File: config.mk
export PLATFORM = sky130hd
export DESIGN_NAME = block_table_heap_allocator_unit
export DESIGN_NICKNAME = d
export VERILOG_FILES = /design/src/hdl/bta_pkg.sv /design/src/hdl/bta_ram.sv /design/src/hdl/bta_ctrl.sv /design/src/hdl/bta_dp.sv /design/src/hdl/block_table_heap_allocator_unit.sv
export SDC_FILE = /design/constraint.sdc
export NUM_CORES = 2
export LEC_CHECK = 0
export BUFFER_PORTS_ARGS = -buffer_cell sky130_fd_sc_hd__clkbuf_2
export CAP_MARGIN = 30
export CORE_AREA = 2 2 753 455
export CTS_CLUSTER_DIAMETER = 50
export DETAILED_ROUTE_END_ITERATION = 7
export DIE_AREA = 0 0 755 457
export SETUP_SLACK_MARGIN = 0.02
export SYNTH_ARGS = -nofsm -noshare
export SYNTH_HDL_FRONTEND = slang
export SYNTH_SLANG_ARGS = --single-unit
File: constraint.sdc
create_clock -name clock -period 132.3 [get_ports clock]
set_input_delay 19.845 -clock clock [delete_from_list [all_inputs] [get_ports clock]]
set_output_delay 19.845 -clock clock [all_outputs]
set_load 0.02 [all_outputs]
File: src/hdl/bta_pkg.sv
package bta_pkg;

   // table geometry
   localparam int NUM_BLOCKS  = 1024;
   localparam int BLOCK_BYTES = 4096;
   localparam int BLOCK_SHIFT = $clog2(BLOCK_BYTES);
   localparam int IDX_W       = $clog2(NUM_BLOCKS);
   localparam int CNT_W       = $clog2(NUM_BLOCKS + 1);
   localparam int WIDE_W      = 33;
   localparam int ADDR_W      = 32;
   localparam int BIU_W       = 11;
   localparam int ENTRY_W     = 3;

   // table entry coding
   localparam logic [ENTRY_W-1:0] ENTRY_FREE = 3'b000;
   localparam logic [ENTRY_W-1:0] BIT_TAKEN  = 3'b001;
   localparam logic [ENTRY_W-1:0] BIT_FIRST  = 3'b010;
   localparam logic [ENTRY_W-1:0] BIT_NEXT   = 3'b100;
   localparam int                 NEXT_POS   = 2;

   // register indexes
   localparam logic CSR_HEAP_BASE     = 1'b0;
   localparam logic CSR_BLOCKS_IN_USE = 1'b1;

   localparam logic [BIU_W-1:0] BLOCKS_IN_USE_RESET = 11'd1024;

   // request and response codes
   localparam logic CMD_ALLOC        = 1'b0;
   localparam logic CMD_FREE         = 1'b1;
   localparam logic STATUS_OK        = 1'b0;
   localparam logic STATUS_NO_MEMORY = 1'b1;

   // controller states
   typedef enum logic [6:0] {
      ST_IDLE   = 7'b0000001,
      ST_CLEAR  = 7'b0000010,
      ST_DECODE = 7'b0000100,
      ST_SCAN   = 7'b0001000,
      ST_MARK   = 7'b0010000,
      ST_FREE   = 7'b0100000,
      ST_RESP   = 7'b1000000
   } bta_state_type;

   // controller to datapath
   typedef struct packed {
      logic accept;
      logic decode;
      logic scan;
      logic mark;
      logic rel;
      logic clear;
   } bta_cmd_type;

   // datapath to controller
   typedef struct packed {
      logic clear_done;
      logic is_free;
      logic alloc_fail;
      logic free_skip;
      logic scan_found;
      logic scan_end;
      logic mark_done;
      logic rel_done;
   } bta_sts_type;

endpackage

File: src/hdl/bta_ram.sv
module bta_ram #(
   parameter int WIDTH = 8,
   parameter int DEPTH = 16
) (
   input  logic                     clock,
   input  logic                     wr_en,
   input  logic [$clog2(DEPTH)-1:0] wr_addr,
   input  logic [WIDTH-1:0]         wr_data,
   input  logic [$clog2(DEPTH)-1:0] rd_addr,
   output logic [WIDTH-1:0]         rd_data
);

   logic [WIDTH-1:0] mem [DEPTH];
   logic [WIDTH-1:0] rd_data_ff;

   // one write port, one registered read port
   always_ff @(posedge clock) begin
      if (wr_en) begin
         mem[wr_addr] <= wr_data;
      end
      rd_data_ff <= mem[rd_addr];
   end

   assign rd_data = rd_data_ff;

endmodule

File: src/hdl/bta_ctrl.sv
module bta_ctrl (
   input  logic                 clock,
   input  logic                 reset,
   input  logic                 start,
   output logic                 busy,
   output logic                 rsp_valid,
   output bta_pkg::bta_cmd_type cmd,
   input  bta_pkg::bta_sts_type sts
);

   bta_pkg::bta_state_type state_ff;
   bta_pkg::bta_state_type state_in;

   // next state
   always_comb begin
      state_in = state_ff;
      case (state_ff)
         bta_pkg::ST_CLEAR: begin
            if (sts.clear_done) state_in = bta_pkg::ST_IDLE;
         end
         bta_pkg::ST_IDLE: begin
            if (start) state_in = bta_pkg::ST_DECODE;
         end
         bta_pkg::ST_DECODE: begin
            if (sts.is_free) begin
               state_in = sts.free_skip ? bta_pkg::ST_RESP : bta_pkg::ST_FREE;
            end else begin
               state_in = sts.alloc_fail ? bta_pkg::ST_RESP : bta_pkg::ST_SCAN;
            end
         end
         bta_pkg::ST_SCAN: begin
            if (sts.scan_found) state_in = bta_pkg::ST_MARK;
            else if (sts.scan_end) state_in = bta_pkg::ST_RESP;
         end
         bta_pkg::ST_MARK: begin
            if (sts.mark_done) state_in = bta_pkg::ST_RESP;
         end
         bta_pkg::ST_FREE: begin
            if (sts.rel_done) state_in = bta_pkg::ST_RESP;
         end
         bta_pkg::ST_RESP: begin
            state_in = bta_pkg::ST_IDLE;
         end
         default: begin
            state_in = bta_pkg::ST_IDLE;
         end
      endcase
   end

   // state register, table clear runs first after reset
   always_ff @(posedge clock) begin
      if (reset) begin
         state_ff <= bta_pkg::ST_CLEAR;
      end else begin
         state_ff <= state_in;
      end
   end

   // datapath commands
   assign cmd.accept = (state_ff == bta_pkg::ST_IDLE) && start;
   assign cmd.decode = (state_ff == bta_pkg::ST_DECODE);
   assign cmd.scan   = (state_ff == bta_pkg::ST_SCAN);
   assign cmd.mark   = (state_ff == bta_pkg::ST_MARK);
   assign cmd.rel    = (state_ff == bta_pkg::ST_FREE);
   assign cmd.clear  = (state_ff == bta_pkg::ST_CLEAR);

   assign busy      = (state_ff != bta_pkg::ST_IDLE);
   assign rsp_valid = (state_ff == bta_pkg::ST_RESP);

   // checks
   a_rsp_single: assert property (@(posedge clock) disable iff (reset)
      rsp_valid |=> !rsp_valid)
      else $error("response strobe longer than one cycle");

   a_accept_busy: assert property (@(posedge clock) disable iff (reset)
      (start && !busy) |=> busy)
      else $error("accepted transaction did not raise busy");

   a_clear_after_reset: assert property (@(posedge clock) disable iff (reset)
      $fell(reset) |-> busy)
      else $error("table clear not running after reset");

endmodule

File: src/hdl/bta_dp.sv
module bta_dp (
   input  logic                       clock,
   input  logic                       reset,
   input  bta_pkg::bta_cmd_type       cmd,
   output bta_pkg::bta_sts_type       sts,
   input  logic                       req_command,
   input  logic [31:0]                req_request_bytes,
   input  logic [31:0]                req_free_address,
   input  logic                       csr_valid,
   input  logic                       csr_index,
   input  logic [31:0]                csr_data,
   output logic                       rsp_status,
   output logic [bta_pkg::ADDR_W-1:0] rsp_granted_address
);

   localparam int IDX_W  = bta_pkg::IDX_W;
   localparam int CNT_W  = bta_pkg::CNT_W;
   localparam int WIDE_W = bta_pkg::WIDE_W;
   localparam int ADDR_W = bta_pkg::ADDR_W;
   localparam int BIU_W  = bta_pkg::BIU_W;
   localparam int ENT_W  = bta_pkg::ENTRY_W;

   // configuration
   logic [ADDR_W-1:0] base_ff, base_in;
   logic [BIU_W-1:0]  biu_ff, biu_in;

   // latched transaction
   logic              cmd_ff, cmd_in;
   logic [31:0]       bytes_ff, bytes_in;
   logic [31:0]       addr_ff, addr_in;

   // walk state
   logic [CNT_W-1:0]  count_ff, count_in;
   logic [CNT_W-1:0]  need_ff, need_in;
   logic [CNT_W-1:0]  idx_ff, idx_in;
   logic [IDX_W-1:0]  chk_ff, chk_in;
   logic              vld_ff, vld_in;
   logic [CNT_W-1:0]  run_ff, run_in;
   logic [IDX_W-1:0]  start_ff, start_in;
   logic [CNT_W-1:0]  k_ff, k_in;

   // response
   logic              status_ff, status_in;
   logic [ADDR_W-1:0] granted_ff, granted_in;

   // decode arithmetic
   logic [WIDE_W-1:0] biu_wide, num_wide, active_wide, need_wide, block_wide;
   logic [ADDR_W-1:0] offset;

   // table access
   logic              issue;
   logic              entry_free;
   logic [IDX_W-1:0]  run_start;
   logic [CNT_W-1:0]  mark_pos;
   logic              wr_en;
   logic [IDX_W-1:0]  wr_addr;
   logic [ENT_W-1:0]  wr_data;
   logic [ENT_W-1:0]  rd_data;
   logic [ENT_W-1:0]  mark_entry;

   // active count, block count of the request, block of the free address
   assign biu_wide    = {{(WIDE_W-BIU_W){1'b0}}, biu_ff};
   assign num_wide    = WIDE_W'(bta_pkg::NUM_BLOCKS);
   assign active_wide = (biu_wide < num_wide) ? biu_wide : num_wide;
   assign need_wide   = ({1'b0, bytes_ff} + WIDE_W'(bta_pkg::BLOCK_BYTES - 1))
                        >> bta_pkg::BLOCK_SHIFT;
   assign offset      = addr_ff - base_ff;
   assign block_wide  = {1'b0, offset} >> bta_pkg::BLOCK_SHIFT;

   // walk helpers
   assign issue      = (idx_ff < count_ff);
   assign entry_free = (rd_data == bta_pkg::ENTRY_FREE);
   assign run_start  = (run_ff == '0) ? chk_ff : start_ff;
   assign mark_pos   = CNT_W'(start_ff) + k_ff;

   always_comb begin
      mark_entry = bta_pkg::BIT_TAKEN;
      if (k_ff == '0) mark_entry = mark_entry | bta_pkg::BIT_FIRST;
      if ((k_ff + CNT_W'(1)) < need_ff) mark_entry = mark_entry | bta_pkg::BIT_NEXT;
   end

   // status to controller
   assign sts.clear_done = (idx_ff == CNT_W'(bta_pkg::NUM_BLOCKS - 1));
   assign sts.is_free    = (cmd_ff == bta_pkg::CMD_FREE);
   assign sts.alloc_fail = (need_wide == '0) || (need_wide > active_wide);
   assign sts.free_skip  = (block_wide >= active_wide);
   assign sts.scan_found = vld_ff && entry_free && ((run_ff + CNT_W'(1)) == need_ff);
   assign sts.scan_end   = !vld_ff && !issue;
   assign sts.mark_done  = ((k_ff + CNT_W'(1)) == need_ff);
   assign sts.rel_done   = (vld_ff && !rd_data[bta_pkg::NEXT_POS]) || (!vld_ff && !issue);

   // table write port
   always_comb begin
      wr_en   = 1'b0;
      wr_addr = idx_ff[IDX_W-1:0];
      wr_data = bta_pkg::ENTRY_FREE;
      if (cmd.clear) begin
         wr_en = 1'b1;
      end else if (cmd.mark) begin
         wr_en   = 1'b1;
         wr_addr = mark_pos[IDX_W-1:0];
         wr_data = mark_entry;
      end else if (cmd.rel && vld_ff) begin
         wr_en   = 1'b1;
         wr_addr = chk_ff;
      end
   end

   bta_ram #(
      .WIDTH(ENT_W),
      .DEPTH(bta_pkg::NUM_BLOCKS)
   ) u_table (
      .clock  (clock),
      .wr_en  (wr_en),
      .wr_addr(wr_addr),
      .wr_data(wr_data),
      .rd_addr(idx_ff[IDX_W-1:0]),
      .rd_data(rd_data)
   );

   // next values
   always_comb begin
      base_in    = base_ff;
      biu_in     = biu_ff;
      cmd_in     = cmd_ff;
      bytes_in   = bytes_ff;
      addr_in    = addr_ff;
      count_in   = count_ff;
      need_in    = need_ff;
      idx_in     = idx_ff;
      chk_in     = chk_ff;
      vld_in     = 1'b0;
      run_in     = run_ff;
      start_in   = start_ff;
      k_in       = k_ff;
      status_in  = status_ff;
      granted_in = granted_ff;

      // register writes
      if (csr_valid) begin
         if (csr_index == bta_pkg::CSR_HEAP_BASE) base_in = csr_data;
         else biu_in = csr_data[BIU_W-1:0];
      end

      // latch transaction
      if (cmd.accept) begin
         cmd_in   = req_command;
         bytes_in = req_request_bytes;
         addr_in  = req_free_address;
      end

      // clearing pass
      if (cmd.clear) begin
         idx_in = idx_ff + CNT_W'(1);
      end

      // set up the walk and a default response
      if (cmd.decode) begin
         count_in   = active_wide[CNT_W-1:0];
         need_in    = need_wide[CNT_W-1:0];
         idx_in     = sts.is_free ? block_wide[CNT_W-1:0] : '0;
         run_in     = '0;
         status_in  = (!sts.is_free && sts.alloc_fail) ? bta_pkg::STATUS_NO_MEMORY
                                                       : bta_pkg::STATUS_OK;
         granted_in = '0;
      end

      // sequential reads, one entry per cycle
      if (cmd.scan || cmd.rel) begin
         vld_in = issue;
         if (issue) begin
            idx_in = idx_ff + CNT_W'(1);
            chk_in = idx_ff[IDX_W-1:0];
         end
      end

      // first-fit run tracking
      if (cmd.scan) begin
         if (vld_ff) begin
            if (entry_free) begin
               run_in   = run_ff + CNT_W'(1);
               start_in = run_start;
            end else begin
               run_in = '0;
            end
         end
         if (sts.scan_found) k_in = '0;
         if (sts.scan_end) status_in = bta_pkg::STATUS_NO_MEMORY;
      end

      // mark the run
      if (cmd.mark) begin
         k_in = k_ff + CNT_W'(1);
         if (sts.mark_done) begin
            granted_in = base_ff + (ADDR_W'(start_ff) << bta_pkg::BLOCK_SHIFT);
         end
      end
   end

   // control and configuration registers
   always_ff @(posedge clock) begin
      if (reset) begin
         base_ff <= '0;
         biu_ff  <= bta_pkg::BLOCKS_IN_USE_RESET;
         idx_ff  <= '0;
         vld_ff  <= 1'b0;
      end else begin
         base_ff <= base_in;
         biu_ff  <= biu_in;
         idx_ff  <= idx_in;
         vld_ff  <= vld_in;
      end
   end

   // payload registers
   always_ff @(posedge clock) begin
      cmd_ff     <= cmd_in;
      bytes_ff   <= bytes_in;
      addr_ff    <= addr_in;
      count_ff   <= count_in;
      need_ff    <= need_in;
      chk_ff     <= chk_in;
      run_ff     <= run_in;
      start_ff   <= start_in;
      k_ff       <= k_in;
      status_ff  <= status_in;
      granted_ff <= granted_in;
   end

   assign rsp_status          = status_ff;
   assign rsp_granted_address = granted_ff;

   // checks
   a_mark_in_range: assert property (@(posedge clock) disable iff (reset)
      cmd.mark |-> (mark_pos < count_ff))
      else $error("run marking past the active block count");

   a_rel_in_range: assert property (@(posedge clock) disable iff (reset)
      (cmd.rel && vld_ff) |-> (CNT_W'(chk_ff) < count_ff))
      else $error("release writes past the active block count");

   a_found_marks: assert property (@(posedge clock) disable iff (reset)
      (cmd.scan && sts.scan_found) |=> (k_ff == '0))
      else $error("marking did not start at the run head");

endmodule

File: src/hdl/block_table_heap_allocator_unit.sv
// First-fit block table heap allocator.
// Input channel: a transaction is taken on a rising edge with start high and
// busy low; req_command selects allocate or free, req_request_bytes and
// req_free_address carry the operands.
// Result channel: exactly one result per transaction, shown for one cycle with
// rsp_valid high; rsp_status and rsp_granted_address are valid in that cycle.
// The receiver cannot stall, so a result is always taken in its strobe cycle.
// Register port: csr_valid/csr_ready with csr_index (0 heap_base,
// 1 blocks_in_use) and csr_data; csr_ready is always high.
// Sequence: allocate runs decode, a first-fit scan of the table up to the
// last block of the fitting run (or the active block count when nothing fits),
// and, when a run fits, a mark of its blocks, then the result; a failed
// size check goes from decode to the result. Free runs decode, then clears
// entries along the chain until one without the next bit or the active block
// count, then the result; an address outside the table goes from decode to
// the result. The table has a single read port and the walk reads one entry
// per cycle. One transaction is in flight at a time.
// Reset: registers return to heap_base 0 and blocks_in_use 1024, then a
// clearing pass writes all 1024 table entries free with
// busy high; register writes are taken during that pass.
module block_table_heap_allocator_unit (
   input  logic        clock,
   input  logic        reset,
   input  logic        start,
   output logic        busy,
   input  logic        req_command,
   input  logic [31:0] req_request_bytes,
   input  logic [31:0] req_free_address,
   output logic        rsp_valid,
   output logic        rsp_status,
   output logic [31:0] rsp_granted_address,
   input  logic        csr_valid,
   output logic        csr_ready,
   input  logic        csr_index,
   input  logic [31:0] csr_data
);

   bta_pkg::bta_cmd_type cmd;
   bta_pkg::bta_sts_type sts;

   // register writes are always taken
   assign csr_ready = 1'b1;

   // controller
   bta_ctrl u_ctrl (
      .clock    (clock),
      .reset    (reset),
      .start    (start),
      .busy     (busy),
      .rsp_valid(rsp_valid),
      .cmd      (cmd),
      .sts      (sts)
   );

   // datapath with the block table
   bta_dp u_dp (
      .clock              (clock),
      .reset              (reset),
      .cmd                (cmd),
      .sts                (sts),
      .req_command        (req_command),
      .req_request_bytes  (req_request_bytes),
      .req_free_address   (req_free_address),
      .csr_valid          (csr_valid && csr_ready),
      .csr_index          (csr_index),
      .csr_data           (csr_data),
      .rsp_status         (rsp_status),
      .rsp_granted_address(rsp_granted_address)
   );

endmodule

# Yosys cells after proc, flatten, opt, wreduce, memory -nomap -nowiden
# Memories as Yosys holds them, arrays and structs flattened. A register that Yosys moved wholly into a read port is not among the register bits.
# Cells that the tools add are included.
# classes
add_sub_neg	7
magnitude_cmp	5
eq_ne	16
n_mux	42
n_bitwise	2
reduce_logical	27
# op_table
op	count
$mux W11	13
$mux W32	3
$mux W7	9
$pmux W7 S6	1
$add A11 B1 Y11 const B	3
$add A32 B12 Y33 const B	1
$ge A20 B33 Y1	1
$gt A21 B33 Y1	1
$logic_not A33 Y1	1
$add A32 B22 Y32	1
$sub A32 B32 Y32	1
$mux W10	3
$eq A11 B11 Y1	2
$logic_not A11 Y1	2
$lt A11 B11 Y1	2
$eq A11 B10 Y1 const B	1
$lt A11 B11 Y1 const B	1
$add A10 B10 Y10	1
$mux W1	9
$mux W3	3
$reduce_and A2 Y1	4
$eq A7 B1 Y1 const B	1
$eq A7 B2 Y1 const B	1
$eq A7 B3 Y1 const B	1
other kinds (18)	33
# totals
regBits	224
mem_bits_rw	3072
in_bits	102
output_inout_bits	36
elab_cells	116
mem_count	1
# memory_table
memory	words	word_bits	rd	rd_ports_with_merged_regs	wr	line_no	text
u_dp.u_table.mem	1024	3	1	1	1	bta_ram.sv:13	logic [WIDTH-1:0] mem [DEPTH];

# Depth between registers and ports, before layout
# logic_depth
ltp_word	9
ltp_mapped	20
ltp_nobuf	20

# Hierarchy
# A second synthesis with hierarchy kept.
# hier_totals
hier_cells	7859
hier_area_um2	136245.7
# by_module_without_submodules
mod	instances	cells_each	area_each_um2	seq_area_each_um2
bta_ram	1	6544	123702.4	92308.5
bta_dp	1	1255	12040.3	5525.3
bta_ctrl	1	58	491.7	140.1
block_table_heap_allocator_unit	1	2	11.3	0.0

# Worst setup path before layout
# Ideal clock, no wire load.
# synth_path
path_type	register to register
from	register u_dp.k_ff[1]
to	memory u_dp.u_table.mem[0][2] (netlist name) (data pin)
setup_ns	17.238
t_arrival_ns	88.719
t_required_ns	115.062
slack_ns	26.342
stages_incl_launch_ff	11
path_buffers	0
period_less_slack_ns	105.958
cell_sequence	edfxtp_1 inv_1 nor3_1 xor2_1 ha_1 a21o_1 a21oi_1 o21ai_0 a21oi_1 nor2_1 a2111oi_0
# synth_via
elab_chain_cells	5
# synth_rtl
item	line_no	text
start: declaration	bta_dp.sv:40	logic [CNT_W-1:0] k_ff, k_in;
start signal: assignment	bta_dp.sv:225	k_ff <= k_in;
$add A11 B1 Y11	bta_dp.sv:79	if ((k_ff + CNT_W'(1)) < need_ff) mark_entry = mark_entry | bta_pkg::BIT_NEXT;
$lt A11 B11 Y1	bta_dp.sv:79	
$mux W3	bta_dp.sv:79	
$mux W3	bta_dp.sv:99	end else if (cmd.mark) begin
$mux W3	bta_dp.sv:97	if (cmd.clear) begin
net u_dp.u_table.wr_data[2]	bta_ram.sv:8	input logic [WIDTH-1:0] wr_data,
end: declaration	bta_ram.sv:13	
# The timed path passes the listed nets, and every way through them passes these cells.

# Worst setup path in the final report
# layout_path
from	register u_ctrl.state_ff[1]
to	output port busy
# layout_via
elab_chain_cells	1
# layout_rtl
item	line_no	text
start: declaration	bta_ctrl.sv:11	bta_pkg::bta_state_type state_ff;
start signal: assignment	bta_ctrl.sv:53	state_ff <= bta_pkg::ST_CLEAR;
start signal: assignment	bta_ctrl.sv:55	state_ff <= state_in;
$ne A7 B1 Y1	bta_ctrl.sv:67	assign busy = (state_ff != bta_pkg::ST_IDLE);
end: declaration	block_table_heap_allocator_unit.sv:25	output logic busy,
# Every way passes these cells.

==> impl_metrics.ini <==
[sta]
relative_max_transition_margin = 0.136
worst_clock_skew_ns = 0.0380
transition_time_of_the_tightest_slew_check_pin_ns = 1.30
timing.fmax_mhz = 45.0
post-route-period-util = 0.168
finalSetupViolations = 0
hold_viol = 0
maxSlewViolCount = 0
finalCriticalPeriod_ns = 22.24
rsz0062_at_grt = no
finalSetupTns_ns = 0

[yosys]
yosysSeqAreaShare = 0.726
synthAdderAreaFrac = 0.00930
yosys.area_share.simple = 0.0562
post_synth_mux_area_share = 0.143
synth_nets = 7835
synth_top_family_by_area = multiplexers
syn_avg_cell_area_um2 = 17.7
synth-compound-area-share = 0.0376
yosys.area_share.xor_xnor = 0.00572
synth_flop_cell = edfxtp_1
synth_edf_count = 3190
postSynthRegisterBits = 3299
synthCells = 7634
synth_area_um2 = 135000
synthesis.yosys.warnings = 0
synth_async_sr_flop_share = 0
yosys.cell_types.count = 84

[global_routing]
grt_use_total = 0.227
overflow = 0
antenna_found_initial = 31
grt_pass1_wl_mm = 563
grt_max_degree = 239
grt_pass1_vias = 73100

[clock_tree]
root_buffer = clkbuf_16
cts_sinks = 3299
ctsHtreeMaxLevel = 5
tritoncts = done
tritoncts.num_buffers = 302
clk_path_buf_depth = 4
path_clk_slew_ns = 0.07
setup_fix_bufs_post_cts = 0
clk-insertion-delay-late_ns = 0.90
post_cts.resized_instances = 0
hold_buffers = 0

[routing]
detail_route.drc_violations = 0
dr.first_iter.drc_count = 12600
antenna_left = 0
post_drt_via_cell_ratio = 6.08
drt_wl_total_mm = 401
wl_per_cell_um = 32.0
num_vias = 76300
drtPass1Iterations = 6

[power_and_ir_drop]
power.static_leakage_nw = 48.1
power.total_mw = 2.14
power-per-cell-area_nw_per_um2 = 14.2
vdd.ir_drop.worst_mv = 0.0105

[cells_and_area]
sequential_cell_area_um2 = 98000
layout_commonest_cell = edfxtp_1
area_overhead_vs_synth_pct = 11.6
nFillCells = 28700
layout.cells.most_common_list = edfxtp_1 (3190), nor2_1 (1135), mux4_2 (754)
nNetsFinal = 8004
drive_above_1_share = 0.202
multi_input_area_um2 = 34300

[critical_path]
critical_path_data_required_time_ns = 112.46
path_max_fanout = 7
cp_slowest_cell = nor4_1
critPathKind = reg2out
critical_path.endpoint_type = primary output
timing.critical_path.max_delay_family = simple AND/OR/NAND/NOR gates
timing.critical_path.arrival_ns = 2.40
critical_path.reg2reg.startpoint = u_dp.idx_ff[0]$_SDFF_PP0_
critical_path.cell_chain = nor4_1 > nand4bb_1 > clkbuf_2
timing.critical_path.buf_inv = 1
critPathLaunch = u_ctrl.state_ff[1]$_SDFFE_PP1P_
setup.worst_path.start_class = register
timing.critical_path.slowest_cell_delay_ns = 0.51

[place]
post-dp-hpwl_mm = 248
port_buffers = 136
globalplace.congestion = 0.924

[flow_run]
maxCapViolations = 0

[die]
core_region_area_um2 = 339000
standard_cell_rows = 166
initial_utilization = 0.398
chipHeight_um = 457
ioPinCount = 138
width_of_the_chip_um = 755
floorplan.die_area_um2 = 345000

[outcome]
outcome = completed

[worst_hold_path]
worst_min_delay_path_class = reg2reg
min_from = u_dp.chk_ff[8]$_DFFE_PP_
==> path summary, 6_finish.rpt <==
| kind | endpoint | slack, ns | cells past startpoint |
|---|---|---|---|
| max | busy | 110.06 | 3 |
| min | u_dp.start_ff[8]$_DFFE_PP_ | 0.45 | 0 |
| max reg2reg | u_dp.u_table.rd_data[0]$_DFF_P_ | 125.38 | 11 |
| min reg2reg | u_dp.start_ff[8]$_DFFE_PP_ | 0.45 | 0 |
==> worst reg2reg max path, delay by kind of cell (launching register included) <==
family | cells | cell delay [ns]
muxes | 2 | 1.19
DFF | 1 | 0.80
buffers and inverters | 4 | 2.92
AOI/OAI and AO/OA | 2 | 0.57
and+or+nand+nor | 3 | 1.30
==> through the flow <==
step,area [µm²],hold slack (ns),worst slack [ns],instances,utilization
floorplan,135000,0.420,26.34,7634,-
global placement,141000,0.438,110.99,12000,0.415
detailed placement,141000,0.435,110.91,12000,0.416
CTS,150000,0.450,110.05,12500,0.443
global route,150000,0.469,109.94,12600,0.444
finish,150000,0.446,110.06,12600,0.444
==> synthesized netlist by cell type (all sizes together) (9+ instances only) <==
master      n  area [µm²]
xor2       33         289
mux2i     216        2160
a21oi     174         871
a21o       20         150
nand2b     22         138
o221ai     32         280
a31oi      17         106
o31ai      15         113
nand4      23         144
o21ai     139         696
nor2     1140        4280
o211ai     22         165
a221oi     44         385
edfxtp   3190       95800
a2111oi    11        97.6
xnor2      50         438
nor2b      14        87.6
dfxtp     109        2180
inv        95         357
buf       200        1520
o22ai      45         282
ha         97        1210
mux4      754       17000
and2       23         144
o2111ai     9        78.8
clkbuf    295        1110
nand3     107         536
o21a       16         120
a22o       27         236
nor3       56         285
a311oi      9        78.8
and3       21         131
nor4       26         163
a22oi      92         691
a211oi     36         270
nand2     340        1280
==> power breakdown <==
group          internal, mW  total (mW)  switching (mW)  leakage (nW)
Clock                 0.468       0.857           0.388          4.49
Combinational        0.0603       0.151          0.0909          11.6
Sequential             1.13        1.13         0.00539          32.0
Total                  1.66        2.14           0.485          48.1
==> cells by family (layout without fill, tap and decap cells) <==
family,Yosys count,count (layout)
flops,3299,3299
simple gates,1823,1823
mux,977,977
compound gates,758,758
buf+inv,592,973
fa+ha+maj,99,99
xor+xnor,85,85
other cells,1,6
==> layer usage <==
metal  part of all wire  up-vias  global-route usage
met3               0.15      562              0.0928
li1                   -    30700                   -
met1               0.43    39900               0.352
met5            0.00031        -                   0
met4              0.021       12              0.0456
met2               0.40     5092               0.298
==> flip-flops by register name (all words and copies together) (netlist names) <==
register,count
u_dp.start_ff,10
u_dp.idx_ff,11
u_dp.rsp_status,1
u_dp.vld_ff,1
u_dp.rsp_granted_address,32
u_dp.biu_ff,11
u_dp.cmd_ff,1
u_dp.u_table.rd_data,3
u_dp.base_ff,32
u_dp.k_ff,11
u_dp.count_ff,11
u_dp.bytes_ff,32
u_dp.addr_ff,32
u_ctrl.state_ff,7
u_dp.need_ff,11
u_dp.run_ff,11
u_dp.u_table.mem,3072
u_dp.chk_ff,10
==> area by class of cell <==
| cell class | count | share of cell area |
|---|---|---|
| antenna | 5 | 0.0000831 |
| clock buffer | 373 | 0.0533 |
| clock inverter | 143 | 0.00811 |
| inverter | 97 | 0.00252 |
| multi-input combinational | 3743 | 0.228 |
| sequential | 3299 | 0.651 |
| tap | 4536 | 0.0377 |
| timing repair buffer | 360 | 0.0192 |
Note: power is estimated with default switching activity, not from simulation.
